<file path="config.mk">
export PLATFORM = sky130hd
export DESIGN_NAME = comparison_line_interpolator
export DESIGN_NICKNAME = d
export VERILOG_FILES = /design/src/sv/cli_pkg.sv /design/src/sv/cli_setup.sv /design/src/sv/cli_walker.sv /design/src/sv/comparison_line_interpolator.sv
export SDC_FILE = /design/constraint.sdc
export NUM_CORES = 1
export LEC_CHECK = 0
export BUFFER_PORTS_ARGS = -buffer_cell sky130_fd_sc_hd__buf_2
export CAP_MARGIN = 20
export CORE_MARGIN = 3
export CORE_UTILIZATION = 50
export DETAILED_ROUTE_END_ITERATION = 7
export GPL_TIMING_DRIVEN = 0
export PLACE_DENSITY = 0.71
export SLEW_MARGIN = 10
export SYNTH_ARGS = -nofsm -noshare
export SYNTH_HDL_FRONTEND = slang
export SYNTH_HIERARCHICAL = 1
export SYNTH_SLANG_ARGS = --single-unit
</file>
<file path="constraint.sdc">
create_clock -name clk -period 4.8 [get_ports clk]
set_input_delay 0 -clock clk [delete_from_list [all_inputs] [get_ports clk]]
set_output_delay 0 -clock clk [all_outputs]
set_load 0.005 [all_outputs]
</file>
<file path="src/sv/cli_pkg.sv">
`timescale 1ns / 1ps
// Shared types and constants for the comparison line interpolator.
package cli_pkg;

    // Width of the resolution registers and of the configuration data port.
    localparam int RES_BITS = 13;
    // Width of the configuration register index.
    localparam int CFG_IDX_BITS = 2;

    localparam logic [RES_BITS-1:0] SCREEN_WIDTH_RESET  = 13'd1024;
    localparam logic [RES_BITS-1:0] SCREEN_HEIGHT_RESET = 13'd768;

    localparam logic [CFG_IDX_BITS-1:0] REG_SCREEN_WIDTH  = 2'd0;
    localparam logic [CFG_IDX_BITS-1:0] REG_SCREEN_HEIGHT = 2'd1;

    localparam logic MODE_LOAD = 1'b0;
    localparam logic MODE_STEP = 1'b1;

    // Walking direction class of a line.
    typedef enum logic [1:0] {
        QUAD_1 = 2'd0,
        QUAD_2 = 2'd1,
        QUAD_3 = 2'd2,
        QUAD_4 = 2'd3
    } quad_t;

endpackage

</file>
<file path="src/sv/cli_setup.sv">
`timescale 1ns / 1ps
// Line setup: deltas, step count and quadrant from the two end points.
module cli_setup #(
    parameter int COORD_BITS = 12
) (
    input  logic [COORD_BITS-1:0] x0,
    input  logic [COORD_BITS-1:0] y0,
    input  logic [COORD_BITS-1:0] x1,
    input  logic [COORD_BITS-1:0] y1,
    output logic [COORD_BITS-1:0] dx,
    output logic [COORD_BITS-1:0] dy,
    output logic [COORD_BITS:0]   steps,
    output cli_pkg::quad_t        quad
);

    assign dx    = (x1 >= x0) ? (x1 - x0) : (x0 - x1);
    assign dy    = (y1 >= y0) ? (y1 - y0) : (y0 - y1);
    assign steps = {1'b0, dx} + {1'b0, dy};

    always_comb
    begin
        if (x1 > x0)
        begin
            quad = (y1 >= y0) ? cli_pkg::QUAD_1 : cli_pkg::QUAD_4;
        end
        else if (x1 < x0)
        begin
            // leftward horizontal line walks straight left
            quad = (y1 > y0) ? cli_pkg::QUAD_2 : cli_pkg::QUAD_3;
        end
        else
        begin
            // vertical line follows the sign of y
            quad = (y1 >= y0) ? cli_pkg::QUAD_2 : cli_pkg::QUAD_4;
        end
    end

endmodule

</file>
<file path="src/sv/cli_walker.sv">
`timescale 1ns / 1ps
// Line walker: holds the line state and advances one pixel per step.
module cli_walker #(
    parameter int COORD_BITS = 12
) (
    input  logic                  clk,
    input  logic                  rst_n,
    input  logic                  load_en,
    input  logic                  step_en,
    input  logic [COORD_BITS-1:0] load_x,
    input  logic [COORD_BITS-1:0] load_y,
    input  logic [31:0]           load_color,
    input  logic [COORD_BITS-1:0] load_dx,
    input  logic [COORD_BITS-1:0] load_dy,
    input  logic [COORD_BITS:0]   load_steps,
    input  cli_pkg::quad_t        load_quad,
    output logic [COORD_BITS-1:0] cur_x,
    output logic [COORD_BITS-1:0] cur_y,
    output logic [31:0]           cur_color,
    output logic                  busy,
    output logic                  last
);

    localparam int ERR_BITS = COORD_BITS + 1;

    logic [COORD_BITS-1:0]      x_reg, x_next;
    logic [COORD_BITS-1:0]      y_reg, y_next;
    logic signed [ERR_BITS-1:0] err_reg, err_next;
    logic [COORD_BITS-1:0]      dx_reg, dx_next;
    logic [COORD_BITS-1:0]      dy_reg, dy_next;
    logic [COORD_BITS:0]        steps_reg, steps_next;
    cli_pkg::quad_t             quad_reg, quad_next;
    logic [31:0]                color_reg, color_next;

    logic signed [ERR_BITS-1:0] dx_ext;
    logic signed [ERR_BITS-1:0] dy_ext;

    assign dx_ext = signed'({1'b0, dx_reg});
    assign dy_ext = signed'({1'b0, dy_reg});

    assign busy      = (steps_reg != '0);
    assign last      = (steps_reg == {{COORD_BITS{1'b0}}, 1'b1});
    assign cur_x     = x_reg;
    assign cur_y     = y_reg;
    assign cur_color = color_reg;

    always_comb
    begin
        x_next     = x_reg;
        y_next     = y_reg;
        err_next   = err_reg;
        dx_next    = dx_reg;
        dy_next    = dy_reg;
        steps_next = steps_reg;
        quad_next  = quad_reg;
        color_next = color_reg;
        if (load_en)
        begin
            // restart, even over a line in progress
            x_next     = load_x;
            y_next     = load_y;
            err_next   = '0;
            dx_next    = load_dx;
            dy_next    = load_dy;
            steps_next = load_steps;
            quad_next  = load_quad;
            color_next = load_color;
        end
        else if (step_en && busy)
        begin
            steps_next = steps_reg - 1'b1;
            if (!err_reg[ERR_BITS-1])
            begin
                case (quad_reg)
                    cli_pkg::QUAD_1:
                    begin
                        x_next   = x_reg + 1'b1;
                        err_next = err_reg - dy_ext;
                    end
                    cli_pkg::QUAD_2:
                    begin
                        y_next   = y_reg + 1'b1;
                        err_next = err_reg - dx_ext;
                    end
                    cli_pkg::QUAD_3:
                    begin
                        x_next   = x_reg - 1'b1;
                        err_next = err_reg - dy_ext;
                    end
                    default:
                    begin
                        y_next   = y_reg - 1'b1;
                        err_next = err_reg - dx_ext;
                    end
                endcase
            end
            else
            begin
                case (quad_reg)
                    cli_pkg::QUAD_1:
                    begin
                        y_next   = y_reg + 1'b1;
                        err_next = err_reg + dx_ext;
                    end
                    cli_pkg::QUAD_2:
                    begin
                        x_next   = x_reg - 1'b1;
                        err_next = err_reg + dy_ext;
                    end
                    cli_pkg::QUAD_3:
                    begin
                        y_next   = y_reg - 1'b1;
                        err_next = err_reg + dx_ext;
                    end
                    default:
                    begin
                        x_next   = x_reg + 1'b1;
                        err_next = err_reg + dy_ext;
                    end
                endcase
            end
        end
    end

    always_ff @(posedge clk or negedge rst_n)
    begin
        if (!rst_n)
        begin
            x_reg     <= '0;
            y_reg     <= '0;
            err_reg   <= '0;
            dx_reg    <= '0;
            dy_reg    <= '0;
            steps_reg <= '0;
            quad_reg  <= cli_pkg::QUAD_1;
            color_reg <= '0;
        end
        else
        begin
            x_reg     <= x_next;
            y_reg     <= y_next;
            err_reg   <= err_next;
            dx_reg    <= dx_next;
            dy_reg    <= dy_next;
            steps_reg <= steps_next;
            quad_reg  <= quad_next;
            color_reg <= color_next;
        end
    end

    a_last_ends_line: assert property (@(posedge clk) disable iff (!rst_n)
        step_en && !load_en && last |=> !busy)
        else $error("line did not end after its last pixel");

    a_idle_holds: assert property (@(posedge clk) disable iff (!rst_n)
        !load_en && !busy |=> !busy)
        else $error("walker became busy without a load");

    a_step_counts_down: assert property (@(posedge clk) disable iff (!rst_n)
        step_en && !load_en && busy |=> steps_reg == $past(steps_reg) - 1'b1)
        else $error("step count did not advance by one");

endmodule

</file>
<file path="src/sv/comparison_line_interpolator.sv">
`timescale 1ns / 1ps
// A step request's pixel is registered and appears in the cycle after the request is accepted.
// Throughput: one request per cycle while the output register is empty or being taken (out_ready).
// Load requests and steps on an idle line produce no pixel.
// Reset (rst_n, async, low) clears the line state and empties the output register;
// screen size returns to 1024 x 768.
module comparison_line_interpolator #(
    parameter int COORD_BITS = 12
) (
    input  logic                          clk,
    input  logic                          rst_n,
    input  logic                          cfg_we,
    input  logic [cli_pkg::CFG_IDX_BITS-1:0] cfg_index,
    input  logic [cli_pkg::RES_BITS-1:0]  cfg_data,
    input  logic                          in_valid,
    output logic                          in_ready,
    input  logic                          mode,
    input  logic [COORD_BITS-1:0]         start_x,
    input  logic [COORD_BITS-1:0]         start_y,
    input  logic [COORD_BITS-1:0]         end_x,
    input  logic [COORD_BITS-1:0]         end_y,
    input  logic [31:0]                   line_color,
    output logic                          out_valid,
    input  logic                          out_ready,
    output logic [COORD_BITS-1:0]         pixel_x,
    output logic [COORD_BITS-1:0]         pixel_y,
    output logic [31:0]                   pixel_color,
    output logic                          on_screen,
    output logic                          last_pixel
);

    localparam int CMP_W = (COORD_BITS > cli_pkg::RES_BITS) ? COORD_BITS : cli_pkg::RES_BITS;

    logic [cli_pkg::RES_BITS-1:0] width_reg;
    logic [cli_pkg::RES_BITS-1:0] height_reg;

    logic                  in_fire;
    logic                  load_en;
    logic                  step_en;
    logic                  emit;
    logic [COORD_BITS-1:0] s_dx;
    logic [COORD_BITS-1:0] s_dy;
    logic [COORD_BITS:0]   s_steps;
    cli_pkg::quad_t        s_quad;
    logic [COORD_BITS-1:0] w_x;
    logic [COORD_BITS-1:0] w_y;
    logic [31:0]           w_color;
    logic                  w_busy;
    logic                  w_last;
    logic                  w_on_screen;

    logic                  out_valid_reg, out_valid_next;
    logic [COORD_BITS-1:0] px_reg;
    logic [COORD_BITS-1:0] py_reg;
    logic [31:0]           pcolor_reg;
    logic                  onscr_reg;
    logic                  plast_reg;

    assign in_ready = !out_valid_reg || out_ready;
    assign in_fire  = in_valid && in_ready;
    assign load_en  = in_fire && (mode == cli_pkg::MODE_LOAD);
    assign step_en  = in_fire && (mode == cli_pkg::MODE_STEP);
    assign emit     = step_en && w_busy;

    always_ff @(posedge clk or negedge rst_n)
    begin
        if (!rst_n)
        begin
            width_reg  <= cli_pkg::SCREEN_WIDTH_RESET;
            height_reg <= cli_pkg::SCREEN_HEIGHT_RESET;
        end
        else if (cfg_we)
        begin
            unique case (cfg_index)
                cli_pkg::REG_SCREEN_WIDTH:  width_reg  <= cfg_data;
                cli_pkg::REG_SCREEN_HEIGHT: height_reg <= cfg_data;
                default: ;
            endcase
        end
    end

    cli_setup #(
        .COORD_BITS(COORD_BITS)
    ) u_setup (
        .x0    (start_x),
        .y0    (start_y),
        .x1    (end_x),
        .y1    (end_y),
        .dx    (s_dx),
        .dy    (s_dy),
        .steps (s_steps),
        .quad  (s_quad)
    );

    cli_walker #(
        .COORD_BITS(COORD_BITS)
    ) u_walker (
        .clk        (clk),
        .rst_n      (rst_n),
        .load_en    (load_en),
        .step_en    (step_en),
        .load_x     (start_x),
        .load_y     (start_y),
        .load_color (line_color),
        .load_dx    (s_dx),
        .load_dy    (s_dy),
        .load_steps (s_steps),
        .load_quad  (s_quad),
        .cur_x      (w_x),
        .cur_y      (w_y),
        .cur_color  (w_color),
        .busy       (w_busy),
        .last       (w_last)
    );

    assign w_on_screen = (CMP_W'(w_x) < CMP_W'(width_reg))
                      && (CMP_W'(w_y) < CMP_W'(height_reg));

    always_comb
    begin
        out_valid_next = out_valid_reg;
        if (emit)
        begin
            out_valid_next = 1'b1;
        end
        else if (out_ready)
        begin
            out_valid_next = 1'b0;
        end
    end

    always_ff @(posedge clk or negedge rst_n)
    begin
        if (!rst_n)
        begin
            out_valid_reg <= 1'b0;
        end
        else
        begin
            out_valid_reg <= out_valid_next;
        end
    end

    // capture the pixel as it stands before the step moves it
    always_ff @(posedge clk)
    begin
        if (emit)
        begin
            px_reg     <= w_x;
            py_reg     <= w_y;
            pcolor_reg <= w_color;
            onscr_reg  <= w_on_screen;
            plast_reg  <= w_last;
        end
    end

    assign out_valid   = out_valid_reg;
    assign pixel_x     = px_reg;
    assign pixel_y     = py_reg;
    assign pixel_color = pcolor_reg;
    assign on_screen   = onscr_reg;
    assign last_pixel  = plast_reg;

    a_step_emits: assert property (@(posedge clk) disable iff (!rst_n)
        step_en && w_busy |=> out_valid)
        else $error("busy step request gave no pixel");

    a_load_silent: assert property (@(posedge clk) disable iff (!rst_n)
        load_en && !out_valid_reg |=> !out_valid)
        else $error("load request produced a pixel");

    a_drain: assert property (@(posedge clk) disable iff (!rst_n)
        out_valid && out_ready && !in_fire |=> !out_valid)
        else $error("taken pixel was repeated");

endmodule

</file>
==> metrics.cfg, run 1 <==
[global_route]
grt_usage_pct=25.1
antenna_found_initial=5
grt_pass1_vias=10127
overflow=0
grt_pass1_wl_mm=53.1
grt_max_degree=70

[drt]
dr.pass1.iters=5
finalWirelength_mm=33.1
viasPerCell=5.58
vias=10163
drtIter0Drc=696
ant_nets=0
drcViolationCount=0
avgRoutedWirePerCell_um=18.2

[worst_setup_path]
path_class=primary input to register
r2r-start=u_walker/quad_reg[0]$_DFFE_PN0P_
critPathLaunchType=primary input
worst-r2r-cell-count=19
crit_path_max_fanout=11
reg2reg_slack_ns=0.43
worst_ep_arrival_time_ns=4.86
worstReg2RegEnd=u_walker/err_reg[12]$_DFFE_PN0P_
critPathCaptureType=register
cp.required_ns=5.14

[run]
maxCapViolCount=0

[die]
start_util_pct=51.8
rows=56
dieHeight_um=163
core_region_area_um2=23900
design.die.area_um2=26700
die_x_um=163
ioPinCount=161

[sta]
setup_slack_ns=0.276
slew_headroom_pct=44.8
finalSetupTns_ns=0
fmax_ghz=0.221
finalMaxSlewViolations=0
setup_viol=0
timing.final.crit_period_ns=4.52
skew_ns=0.0102
tightest_slew_ns=0.829
rsz0062_at_grt=no
fin_crit_sh_pct=94.2
hold_violations=0

[run_status]
outcome=finished, final reports clean

[hold_path]
hold_end=height_reg[0]$_DFFE_PN0P_
worstHoldStart=cfg_we
min_path_cells=3
hold_path.class=primary input to register

[cells_and_area]
fin_util_pct=62.9
final_cells=1820
layout_common_cells=168 x buf_2, 132 x dfrtp_1, 115 x inv_1
mostFrequentLayoutCell=buf_2
drive_above_1_share_pct=22.2
areaGrowthSynthToFinish_pct=21.3
fin_area_um2=15000
nNetsFinal=1689

[cts]
cts_tree=yes
cts_setup_buffers=0
insertion_delay_ns=0.43
clk_transition_reported_paths_ns=0.07
htreeDepth=4
cts.path.max_buffers=2
cts_root_buf=clkbuf_16
cts_inserted_buffers=17
cts.sinks=193

[synth]
synth_area_um2=12400
ys_warn_count=6
synth-async-reset-ratio_pct=69.9
syn_nets=1434
synth_edf_count=58
syn-mean-instance-area_um2=10.1
ys.flop_type=dfrtp_1
seq_area_frac_synth_pct=41.4
ys_seq_elements=193
synth_cells=1229
synth_cell_types=88

[placement]
portBuffers=160
placed_cells=1710
placed_area_um2=13600
hpwl_mm=24.5
place.gp.congestion=0.950
preCtsSetupSlack_ns=-0.754

[pwr]
p_per_area_nw_per_um2=464
power.leakage_nw=6.68
irDropWorstVdd_uv=258

==> worst max-delay path by stage <==
stage | from | end | slack (ns) | depth (start not counted)
final | start_x[4] | u_walker/steps_reg[9]$_DFFE_PN0P_ | 0.28 | 22
after global routing | u_walker/quad_reg[0]$_DFFE_PN0P_ | u_walker/err_reg[12]$_DFFE_PN0P_ | 0.009 | 19
after CTS | start_x[4] | u_walker/steps_reg[9]$_DFFE_PN0P_ | 0.02 | 23
after detailed placement | start_x[4] | u_walker/steps_reg[9]$_DFFE_PN0P_ | -0.75 | 23
after global placement | start_x[4] | u_walker/steps_reg[9]$_DFFE_PN0P_ | -0.73 | 23
after floorplan | start_x[4] | u_walker/steps_reg[9]$_DFFE_PN0P_ | 0.31 | 22
==> worst max-delay path, stage by stage <==
cell and delay [ns]:
buf_2 0.10, inv_1 0.05, ha_1 0.28, clkbuf_2 0.17, a21oi_1 0.16, o21ai_1 0.16
or2_2 0.38, a21oi_4 0.28, and2_2 0.34, clkbuf_2 0.30, mux2_2 0.42, inv_1 0.11
ha_1 0.23, a21o_1 0.18, a21o_1 0.21, maj3_2 0.33, a2111o_1 0.44, a31o_1 0.24
a21oi_2 0.15, xnor2_1 0.14, nand2_1 0.10, o21ai_0 0.12
==> what timing repair did <==
item	4_1_cts	5_1_grt
hold buffers	76	0
hold endpoints to repair	151	0
resized for setup	3	6
setup endpoints to repair	4	8
==> power breakdown <==
group | leakage [nW] | switching (mW) | total [mW] | internal (mW)
clock network | 0.282 | 0.693 | 1.39 | 0.699
registers | 2.17 | 0.419 | 2.53 | 2.11
logic | 4.23 | 1.66 | 3.05 | 1.39
total | 6.68 | 2.77 | 6.97 | 4.19
==> area by class of cell <==
cell class | count | area, µm²
clock buffer | 19 | 433
buffer | 40 | 194
fill | 1945 | 8870
multi-input combinational | 876 | 6660
timing repair buffer | 238 | 1620
tap | 319 | 399
sequential | 193 | 5120
antenna | 4 | 10.0
clock inverter | 13 | 141
inverter | 118 | 443
==> synth_stat cells (5+ instances only) <==
library cell / n / area [µm²]
dfrtp_1: 132 / 3300
inv_1: 116 / 435
nand2_1: 99 / 372
ha_1: 98 / 1230
mux2_2: 86 / 968
a21oi_1: 84 / 420
o21ai_0: 77 / 385
edfxtp_1: 58 / 1740
nor2_1: 53 / 199
xnor2_1: 48 / 420
xor2_1: 28 / 245
nand3_1: 27 / 135
nor3_1: 26 / 130
mux2i_1: 25 / 250
clkbuf_1: 21 / 78.8
nand4_1: 20 / 125
a21o_1: 19 / 143
nor2b_1: 18 / 113
a211oi_1: 14 / 105
nand3b_1: 11 / 82.6
buf_2: 10 / 50.1
a21boi_0: 8 / 60.1
and3_1: 8 / 50.1
nor4_1: 8 / 50.1
a31oi_1: 7 / 43.8
fa_1: 6 / 120
nand2b_1: 6 / 37.5
and2_1: 5 / 31.3
buf_1: 5 / 18.8
o211ai_1: 5 / 37.5
o21ai_1: 5 / 25.0
==> metal layers <==
layer | GRT usage (%) | wire (µm) | vias up
met3 | 4.24 | 1970 | 57
met1 | 34.5 | 14900 | 4874
met5 | 0 | 20 | -
li1 | - | - | 4885
met4 | 8.07 | 832 | 2
met2 | 40.7 | 15400 | 345
==> per-stage QoR <==
stage          hold WS [ns]  total power, mW
2_1_floorplan        -0.296             4.66
3_3_place_gp          0.234             5.36
3_5_place_dp         0.0613             5.46
4_1_cts              0.0337             6.92
5_1_grt              0.0694             7.46
6_report             0.0542             6.97
==> cell families after synthesis <==
group	count (synthesis)	synth area share (%)
AOI/OAI and AO/OA	265	13.2
xor gates and xnor gates	78	5.69
adders and majority gates	105	11.0
buffers and inverters	160	5.17
DFF	193	41.4
muxes	114	10.3
and+or+nand+nor	314	13.3
(Power assumes the default switching activity.)
==> run 2, diff against run 1 <==
--- a/config.mk
+++ b/config.mk
@@ -6,12 +6,11 @@
 export NUM_CORES = 1
 export LEC_CHECK = 0
 export BUFFER_PORTS_ARGS = -buffer_cell sky130_fd_sc_hd__buf_2
-export CAP_MARGIN = 20
+export CAP_MARGIN = 5
 export CORE_MARGIN = 3
 export CORE_UTILIZATION = 50
 export DETAILED_ROUTE_END_ITERATION = 7
-export GPL_TIMING_DRIVEN = 0
-export PLACE_DENSITY = 0.71
+export PLACE_DENSITY_LB_ADDON = 0.3
 export SLEW_MARGIN = 10
 export SYNTH_ARGS = -nofsm -noshare
 export SYNTH_HDL_FRONTEND = slang
==> metrics.cfg, run 2 (synthesis results as in run 1) <==
[pwr]
p_sw_share_pct=39.5  ; was 39.8%
irDropWorstVdd_uv=243  ; was 258 µV
clock_power_share_pct=21.5  ; was 20.0%
power.leakage_nw=6.61  ; was 6.68 nW
seq_power_share_pct=36.8  ; was 36.3%
p_per_area_nw_per_um2=470  ; was 464 nW/µm²
p_sw_mw=2.76  ; was 2.77 mW
p_int_mw=4.23  ; was 4.19 mW
p_comb_share_pct=41.7  ; was 43.8%
power_mw=6.99  ; was 6.97 mW

[drt]
avgRoutedWirePerCell_um=17.6  ; was 18.2 µm
finalWirelength_mm=31.4  ; was 33.1 mm
drcViolationCount=0  ; unchanged
wl_met3_mm=2.20  ; was 1.97 mm
dr.pass1.iters=7  ; was 5
wl_met2_mm=14.7  ; was 15.4 mm
ant_nets=0  ; unchanged
top_layer_used=met5  ; unchanged
drtIter0Drc=788  ; was 696
vias=9932  ; was 10163
routedLengthMet1_mm=13.9  ; was 14.9 mm
viasPerCell=5.57  ; was 5.58

[worst_setup_path]
cp_num_buf_inv=4  ; was 5
reg2reg_slack_ns=0.94  ; was 0.43 ns
crit_path_max_fanout=18  ; was 11
critPathLaunchType=primary input  ; unchanged
cpPeakStageDelay_ns=0.52  ; was 0.44 ns
worst_ep_arrival_time_ns=4.67  ; was 4.86 ns
slowest_stage=dlygate4sd3_1  ; was a2111o_1
critPathCaptureType=register  ; unchanged
worstReg2RegEnd=u_walker/err_reg[9]$_DFFE_PN0P_  ; was u_walker/err_reg[12]$_DFFE_PN0P_
crit_start=start_x[6]  ; was start_x[4]
path_delay_family=compound AO/OA/AOI/OAI gates  ; unchanged
worst-r2r-cell-count=14  ; was 19
cp.required_ns=5.08  ; was 5.14 ns
r2r-start=u_walker/quad_reg[0]$_DFFE_PN0P_  ; unchanged
path_class=primary input to register  ; unchanged
path_cells=dlygate4sd3_1, buf_2, inv_1, ha_1, a21oi_1, o21ai_1, or2_2, a21oi_2, and2_1, buf_6, nand2_1, o21ai_0, o21ai_0, a221oi_1, xnor2_1, ha_1, nand2_1, or3_1, o2111ai_1, a31o_2, a21oi_1, xnor2_1, nand2_1, o21ai_0  ; was buf_2, inv_1, ha_1, clkbuf_2, a21oi_1, o21ai_1, or2_2, a21oi_4, and2_2, clkbuf_2, mux2_2, inv_1, ha_1, a21o_1, a21o_1, maj3_2, a2111o_1, a31o_1, a21oi_2, xnor2_1, nand2_1, o21ai_0

[sta]
setup_viol=0  ; unchanged
setup_slack_ns=0.414  ; was 0.276 ns
timing.final.crit_period_ns=4.39  ; was 4.52 ns
tightest_slew_ns=0.962  ; was 0.829 ns
hold_violations=0  ; unchanged
finalMaxSlewViolations=0  ; unchanged
slew_headroom_pct=35.8  ; was 44.8%
fmax_ghz=0.228  ; was 0.221 GHz
skew_ns=0.0165  ; was 0.0102 ns
fin_crit_sh_pct=91.4  ; was 94.2%
finalSetupTns_ns=0  ; unchanged
rsz0062_at_grt=no  ; unchanged

[cells_and_area]
area.sequential_um2=5120  ; unchanged
fin_util_pct=62.2  ; was 62.9%
nNetsFinal=1654  ; was 1689
areaGrowthSynthToFinish_pct=19.9  ; was 21.3%
drive_above_1_share_pct=22.2  ; about the same
layout_common_cells=159 x buf_2, 132 x dfrtp_1, 115 x inv_1  ; was 168 x buf_2, 132 x dfrtp_1, 115 x inv_1
fill_cells=1885  ; was 1945
mostFrequentLayoutCell=buf_2  ; unchanged
multi_input_area_um2=6630  ; was 6660 µm²

[cts]
cts_tree=yes  ; unchanged
htreeDepth=4  ; unchanged
insertion_delay_ns=0.44  ; was 0.43 ns
cts_root_buf=clkbuf_16  ; unchanged
cts.sinks=193  ; unchanged
cts.path.max_buffers=2  ; unchanged
clk_transition_reported_paths_ns=0.07  ; about the same
cts_inserted_buffers=17  ; unchanged

[die]
die_x_um=163  ; unchanged
rows=56  ; unchanged
dieHeight_um=163  ; unchanged
ioPinCount=161  ; unchanged
design.die.area_um2=26700  ; unchanged
start_util_pct=51.8  ; unchanged
core_region_area_um2=23900  ; unchanged

[run]
maxCapViolCount=0  ; unchanged

[hold_path]
hold_end=width_reg[10]$_DFFE_PN1P_  ; was height_reg[0]$_DFFE_PN0P_
hold_path.class=primary input to register  ; unchanged
worstHoldStart=cfg_index[0]  ; was cfg_we
min_path_cells=5  ; was 3

[run_status]
outcome=finished, final reports clean  ; unchanged

[global_route]
grt_usage_pct=23.9  ; was 25.1%
grt_max_degree=146  ; was 70
overflow=0  ; unchanged
antenna_found_initial=3  ; was 5
grt_pass1_wl_mm=51.0  ; was 53.1 mm
grt_pass1_vias=9827  ; was 10127

[placement]
portBuffers=160  ; unchanged
place.gp.congestion=0.913  ; was 0.950
preCtsSetupSlack_ns=0.368  ; was -0.754 ns
hpwl_mm=22.3  ; was 24.5 mm

-- run 2: changes by cell type in the layout (fill, tap and decap cells not counted), moves of 3 or more --
cell,before,now
clkbuf_1,21,1
buf_2,168,159
buf_4,3,10
dlygate4sd3_1,76,71
buf_1,4,0
clkinv_4,3,0
-- run 2: worst min-delay path, delay by kind of cell --
family / cells / cell delay (ns)
AOI/OAI and AO/OA: 1 / 0.07
and+or+nand+nor: 2 / 0.13
buffers and inverters: 2 / 0.30
-- run 2: worst max path at each step --
| stage | endpoint | cells after the start |
|---|---|---|
| global route | u_walker/steps_reg[10]$_DFFE_PN0P_ | 24 |
| finish | u_walker/steps_reg[10]$_DFFE_PN0P_ | 24 |
| detailed placement | u_walker/steps_reg[10]$_DFFE_PN0P_ | 23 |
| CTS | u_walker/steps_reg[10]$_DFFE_PN0P_ | 24 |
| global placement | u_walker/steps_reg[9]$_DFFE_PN0P_ | 20 |
| floorplan | u_walker/steps_reg[9]$_DFFE_PN0P_ | 22 |
-- run 2: cell type report --
cell class | count | area share, %
antenna | 2 | 0.0337
clock buffer | 18 | 2.89
clock inverter | 14 | 1.34
inverter | 118 | 2.98
multi-input combinational | 876 | 44.6
sequential | 193 | 34.5
tap | 319 | 2.69
timing repair buffer | 243 | 10.9
-- run 2: power by group through the flow --
stage	combinational, mW	clock, mW	sequential [mW]
6_report	2.91	1.50	2.57
5_1_grt	3.27	1.59	2.63
4_1_cts	2.88	1.52	2.56
3_5_place_dp	2.81	0	2.60
3_3_place_gp	2.72	0	2.57
2_1_floorplan	2.25	0	2.41
-- run 2: layer usage --
layer	GRT usage, %	vias up
li1	-	4802
met1	32.2	4730
met2	39.5	361
met3	4.72	37
met4	6.42	2
met5	0	-
-- run 2: through the flow --
stage | cells | cell area, µm² | hold WS (ns)
6_report | 1783 | 14900 | 0.0938
5_1_grt | 1783 | 14900 | 0.122
4_1_cts | 1779 | 14800 | 0.0644
3_5_place_dp | 1676 | 13500 | 0.183
3_3_place_gp | 1676 | 13500 | 0.165
2_1_floorplan | 1229 | 12400 | -0.296
-- run 2: timing repair --
item	in CTS	in global routing
hold endpoints to repair	177	0
hold buffers	71	0
setup endpoints to repair	0	5
gates resized for setup	0	2
buffers inserted	0	2
